$ cat config.mk
export PLATFORM = sky130hd
export DESIGN_NAME = tccw_addr_unit
export DESIGN_NICKNAME = d
export VERILOG_FILES = /design/src/hw/rtl/text_console_cell_writer_defines.svh /design/src/hw/rtl/tccw_pkg.sv /design/src/hw/rtl/tccw_addr_unit.sv
export SDC_FILE = /design/constraint.sdc
export NUM_CORES = 1
export LEC_CHECK = 0
export BUFFER_PORTS_ARGS = -buffer_cell sky130_fd_sc_hd__buf_2
export CAP_MARGIN = 40
export CORE_MARGIN = 1
export CORE_UTILIZATION = 44
export CTS_BUF_LIST = sky130_fd_sc_hd__clkbuf_4 sky130_fd_sc_hd__clkbuf_8
export CTS_CLUSTER_DIAMETER = 40
export DETAILED_ROUTE_END_ITERATION = 10
export PLACE_DENSITY = 0.89
export RECOVER_POWER = 50
export SETUP_SLACK_MARGIN = 0.02
export SYNTH_ARGS = -nofsm -noshare
export SYNTH_HDL_FRONTEND = slang
export SYNTH_SLANG_ARGS = --single-unit
$ cat constraint.sdc
create_clock -name clk -period 2.85 [get_ports clk]
set_input_delay 0.57 -clock clk [delete_from_list [all_inputs] [get_ports clk]]
set_output_delay 0.57 -clock clk [all_outputs]
set_load 0.01 [all_outputs]
$ cat src/hw/rtl/text_console_cell_writer_defines.svh
// Assertion macros for the text console cell writer.
// Used by the modules that carry concurrent checks; expects clk and rst_n in scope.
`ifndef TEXT_CONSOLE_CELL_WRITER_DEFINES_SVH
`define TEXT_CONSOLE_CELL_WRITER_DEFINES_SVH

`ifndef SYNTH
`define TCCW_ASSERT(lbl, prop, msg) \
  lbl: assert property (@(posedge clk) disable iff (!rst_n) prop) else $error(msg);
`define TCCW_ASSERT_ALWAYS(lbl, prop, msg) \
  lbl: assert property (@(posedge clk) prop) else $error(msg);
`else
`define TCCW_ASSERT(lbl, prop, msg)
`define TCCW_ASSERT_ALWAYS(lbl, prop, msg)
`endif

`endif

$ cat src/hw/rtl/tccw_pkg.sv
// Shared constants, types and helpers for the text console cell writer.
// No dependencies; imported by tccw_if, tccw_addr_unit, tccw_ctrl and the top level.
package tccw_pkg;

  localparam int MAX_COLS  = 80;
  localparam int MEM_ROWS  = 64;
  localparam int CELLS     = MAX_COLS * MEM_ROWS;
  localparam int ADDR_W    = $clog2(CELLS);
  localparam int ROW_W     = $clog2(MEM_ROWS);
  localparam int COL_IDX_W = $clog2(MAX_COLS);
  localparam int ROWCNT_W  = $clog2(MEM_ROWS + 1);
  localparam int COLCNT_W  = $clog2(MAX_COLS + 1);

  localparam int CMD_W     = 3;
  localparam int BYTE_W    = 8;
  localparam int CUR_COL_W = 7;
  localparam int CUR_ROW_W = 6;
  localparam int CELL_ROW_W = 6;
  localparam int CELL_COL_W = 7;
  localparam int CFG_W     = 7;
  localparam int CFG_IDX_W = 1;

  localparam logic [BYTE_W-1:0]    NEWLINE    = 8'd10;
  localparam logic [BYTE_W-1:0]    ATTR_RESET = 8'h07;
  localparam logic [CFG_W-1:0]     COLS_RESET = 7'd80;
  localparam logic [CFG_W-1:0]     ROWS_RESET = 7'd25;
  localparam logic [CFG_IDX_W-1:0] REG_COLS   = 1'b0;
  localparam logic [CFG_IDX_W-1:0] REG_ROWS   = 1'b1;

  typedef enum logic [CMD_W-1:0] {
    CMD_PUT   = 3'd0,
    CMD_BS    = 3'd1,
    CMD_CLEAR = 3'd2,
    CMD_ATTR  = 3'd3,
    CMD_READ  = 3'd4
  } cmd_t;

  typedef enum logic [3:0] {
    ST_INIT,
    ST_IDLE,
    ST_SWEEP,
    ST_BS_ADDR,
    ST_BS_WAIT,
    ST_BS_CHK,
    ST_RD_WAIT,
    ST_RD_DATA,
    ST_DONE
  } st_t;

  typedef struct packed {
    logic [ROW_W-1:0]     row;
    logic [COL_IDX_W-1:0] col;
    logic                 chr_we;
    logic                 atr_we;
    logic [BYTE_W-1:0]    chr_wd;
    logic [BYTE_W-1:0]    atr_wd;
  } mem_req_t;

  typedef struct packed {
    logic [ADDR_W-1:0] addr;
    logic              chr_we;
    logic              atr_we;
    logic [BYTE_W-1:0] chr_wd;
    logic [BYTE_W-1:0] atr_wd;
  } mem_cmd_t;

  function automatic logic [ROW_W-1:0] row_inc(input logic [ROW_W-1:0] r);
    return (r == ROW_W'(MEM_ROWS - 1)) ? '0 : r + ROW_W'(1);
  endfunction

endpackage

$ cat src/hw/rtl/tccw_addr_unit.sv
// Shared cell address unit: row * MAX_COLS + col, registered with the write request.
// Depends on tccw_pkg.
module tccw_addr_unit
  import tccw_pkg::*;
(
  input  logic     clk,
  input  logic     rst_n,
  input  mem_req_t req,
  output mem_cmd_t cmd
);

  logic [ADDR_W-1:0] addr_r;
  logic [BYTE_W-1:0] chr_wd_r;
  logic [BYTE_W-1:0] atr_wd_r;
  logic              chr_we_r;
  logic              atr_we_r;

  always_ff @(posedge clk) begin
    addr_r   <= ADDR_W'(req.row) * ADDR_W'(MAX_COLS) + ADDR_W'(req.col);
    chr_wd_r <= req.chr_wd;
    atr_wd_r <= req.atr_wd;
  end

  always_ff @(posedge clk) begin
    if (!rst_n) begin
      chr_we_r <= 1'b0;
      atr_we_r <= 1'b0;
    end else begin
      chr_we_r <= req.chr_we;
      atr_we_r <= req.atr_we;
    end
  end

  assign cmd = '{addr: addr_r, chr_we: chr_we_r, atr_we: atr_we_r,
                 chr_wd: chr_wd_r, atr_wd: atr_wd_r};

endmodule

After elaboration in Yosys (flattened, before gate mapping) --
Index checks and enable logic that the tools add are counted.
Cells by class: add/subtract/negate cells 1, multiply operators 1
Operators with widths (number):
- adder 13 x 7 -> 13 bit | 1
- multiplier 6 x 3 -> 9 bit, second input constant | 1
Storage, ports and cells: register bits 31, input bits 33, output and inout port bits 31, logic and storage cells 7

Logic depth before layout (Yosys ltp) --
depth in word-level cells 2, gate-level depth with buffers 7, depth with buffers taken out 7

Least setup slack after synthesis --
Ideal clock, no wire load.
path kind input to register, start input port req[26] in the netlist's numbering, end register addr_r[12], setup time 0.126 ns, arrival time 2.256 ns, required time 2.724 ns, slack 0.468 ns, cell stages on the path 7, buffers on the path 0, path through ha_1 ha_1 fa_1 and3_1 or3_1 nand4_1 o211ai_2
On the way: longest elaborated chain between the ends 2
Ends and longest elaborated chain:
- start: declaration | RTL line tccw_addr_unit.sv:8 | input mem_req_t req,
- multiplier 6 x 3 -> 9 bit | RTL line tccw_addr_unit.sv:19 | addr_r <= ADDR_W'(req.row) * ADDR_W'(MAX_COLS) + ADDR_W'(req.col);
- adder 13 x 7 -> 13 bit | RTL line tccw_addr_unit.sv:19
- end signal: assignment | RTL line tccw_addr_unit.sv:19
- end: declaration | RTL line tccw_addr_unit.sv:12 | logic [ADDR_W-1:0] addr_r;
Every way passes these cells. A chain may end at the register's enable or synchronous reset.

Worst setup path in the final report --
Ends and elaborated chain as after synthesis.

==> results.ini <==
[outcome]
outcome = finished, final reports clean

[logic_synthesis]
synthFlopType = dfxtp_1
synth_mux_area_frac = 0
syn_area_um2 = 1090
syn_inst = 82
synth_top_family_by_area = adder cells
ys_seq_area_frac = 0.569
yosysTopAreaCell = dfxtp_1
synth_compound_area_frac = 0.0688
synthSimpleGateAreaFrac = 0.123
synthDistinctLibCells = 27
synthAdderAreaFrac = 0.163
avgSynthCellArea_um2 = 13.3
synth_edf_count = 0
synth-seq-cells = 31
synth_top_area_frac = 0.569
yosys_warnings = 0
synth_nets = 128
ys_top_cells_by_area = dfxtp_1 57%, ha_1 13%, fa_1 3.7%
synthArstFlopShare = 0
synth_xor_area_frac = 0.0631

[clock_tree]
post_cts_buffers = 0
clock-sinks = 31
cts_buffer_depth = 2
cts_hold_buf = 0
path_clk_slew_ps = 90
ctsRootBufferMaster = clkbuf_4
cts_tree = done
cts-resized-gates = 0
ctsHtreeMaxLevel = 2
numCtsBuffers = 5

[sta]
setup_viol = 0
slew_headroom = 0.715
fin_crit_sh = 0.805
fin_crit_ps = 2300
worstMarginPinSlew_ps = 427
rsz0062_at_grt = false
whs_ps = 341
finalMaxSlewViolations = 0
fin_setup_tns_ps = 0
fmax_ghz = 0.436
hold_violations = 0

[global_routing]
grt_usage = 0.181
gr-total-overflow = 0
grt_max_degree = 10
grt_pass1_vias = 782
grt_first_pass_wirelength_mm = 3.23
antenna_found_initial = 0

[worst_setup_path]
endpoint = addr_r[12]$_DFF_P_
worstPathMaxFanout = 3
timing_worst_setup_path_type = input pin to flip-flop
critPathCaptureType = flip-flop
cp-startpoint = req[26]
worstPathRequired_ps = 3060
critical_path_arrival_ps = 2500
worst_setup_path_start_kind = input pin

[placed_design]
gp_congestion = 0.812
dp_hpwl_mm = 1.81
placed_area_um2 = 1430
dp.cells = 171
io_buffer_count = 63

[die]
rows = 17
die-area_um2 = 2680
dieWidth_um = 51.8
start_util = 0.479
fp.dieH_um = 51.8
core_um2 = 2280
io_pins = 64

[cells_and_area]
area_growth_pct = 35.3
final_area_um2 = 1480
mostFrequentLayoutCells = 57 x buf_2, 31 x dfxtp_1, 11 x ha_1
final_layout_size_suffix_gt1_frac = 0.490
layout_commonest_cell = buf_2
n_antenna_cell = 0
stdcell_count = 179
layout.nets = 196

[routing]
detail_route.wirelength_mm = 2.17
first_pass_iters = 4
vias = 831
drc = 0
ant_nets = 0
via_per_inst = 4.64
wl_per_cell_um = 12.1
drt_iter0_drc = 5

[power]
vdd_drop_max_mv = 0.456
total_leakage_power_nw = 0.741
p_per_area_nw_per_um2 = 632

[job]
drv_cap = 0

[worst_hold_path]
hp-class = input pin to flip-flop

[layout make-up]
type                       count  area, um^2
clock buffer                   7        52.6
sequential                    31         621
multi-input combinational     49         455
tap                           28        35.0
clock inverter                 1        5.00
timing repair buffer          63         308
fill                         183         800
[worst min-delay path by stage]
stage / start / endpoint / slack (ps) / cells past startpoint
after detailed placement: req[3] / atr_wd_r[3]$_DFF_P_ / 670 / 1
final: req[1] / atr_wd_r[1]$_DFF_P_ / 340 / 1
after floorplan: req[18] / addr_r[0]$_DFF_P_ / 600 / 0
after global placement: req[1] / atr_wd_r[1]$_DFF_P_ / 670 / 1
after CTS: req[1] / atr_wd_r[1]$_DFF_P_ / 330 / 1
after global routing: req[14] / chr_wd_r[6]$_DFF_P_ / 310 / 1
[cells in the mapped netlist, types with 2 or more instances]
| library cell | number |
|---|---|
| nand3_2 | 2 |
| dfxtp_1 | 31 |
| xor2_1 | 2 |
| nand3_1 | 2 |
| nand2_1 | 3 |
| and2_1 | 2 |
| buf_4 | 2 |
| a21oi_1 | 5 |
| xnor2_1 | 4 |
| fa_1 | 2 |
| ha_1 | 11 |
[critical path, cell delays in order]
cell      delay (ps)
buf_2            130
ha_1             300
ha_1             250
fa_1             430
and3_1           210
or3_1            400
nand4_1          130
o211ai_2          80
[layer usage]
| metal | global-route usage | part of all wire | vias to the layer above |
|---|---|---|---|
| met5 | 0 | 0 | - |
| met4 | 0.126 | 0.027 | 0 |
| met3 | 0.0819 | 0.10 | 5 |
| met2 | 0.346 | 0.52 | 44 |
| met1 | 0.138 | 0.35 | 362 |
| li1 | - | - | 420 |
[metrics by stage]
| step | utilization | worst slack (ps) | power, W |
|---|---|---|---|
| floorplan | - | 468 | 0.000616 |
| global placement | 0.627 | 294 | 0.000690 |
| detailed placement | 0.627 | 212 | 0.000698 |
| CTS | 0.652 | 556 | 0.000948 |
| global route | 0.649 | 537 | 0.000990 |
| finish | 0.649 | 555 | 0.000933 |
[cells by family after synthesis]
group                    after synthesis
flip-flops                            31
AND/OR/NAND/NOR                       18
adder cells (fa/ha/maj)               13
buffers and inverters                  2
AO/OA/AOI/OAI                         11
XOR/XNOR                               7
[flip-flops by register name, summed over array words and instances, names as in the netlist]
signal,cells
addr_r,13
atr_wd_r,8
atr_we_r,1
chr_wd_r,8
chr_we_r,1
[power by group]
group	switching, W	total, W	internal [W]
sequential	0.00000843	0.000486	0.000478
clock	0.000135	0.000250	0.000115
combinational	0.000106	0.000197	0.0000907
total	0.000250	0.000933	0.000683
Power figures use the tool's default switching activity.
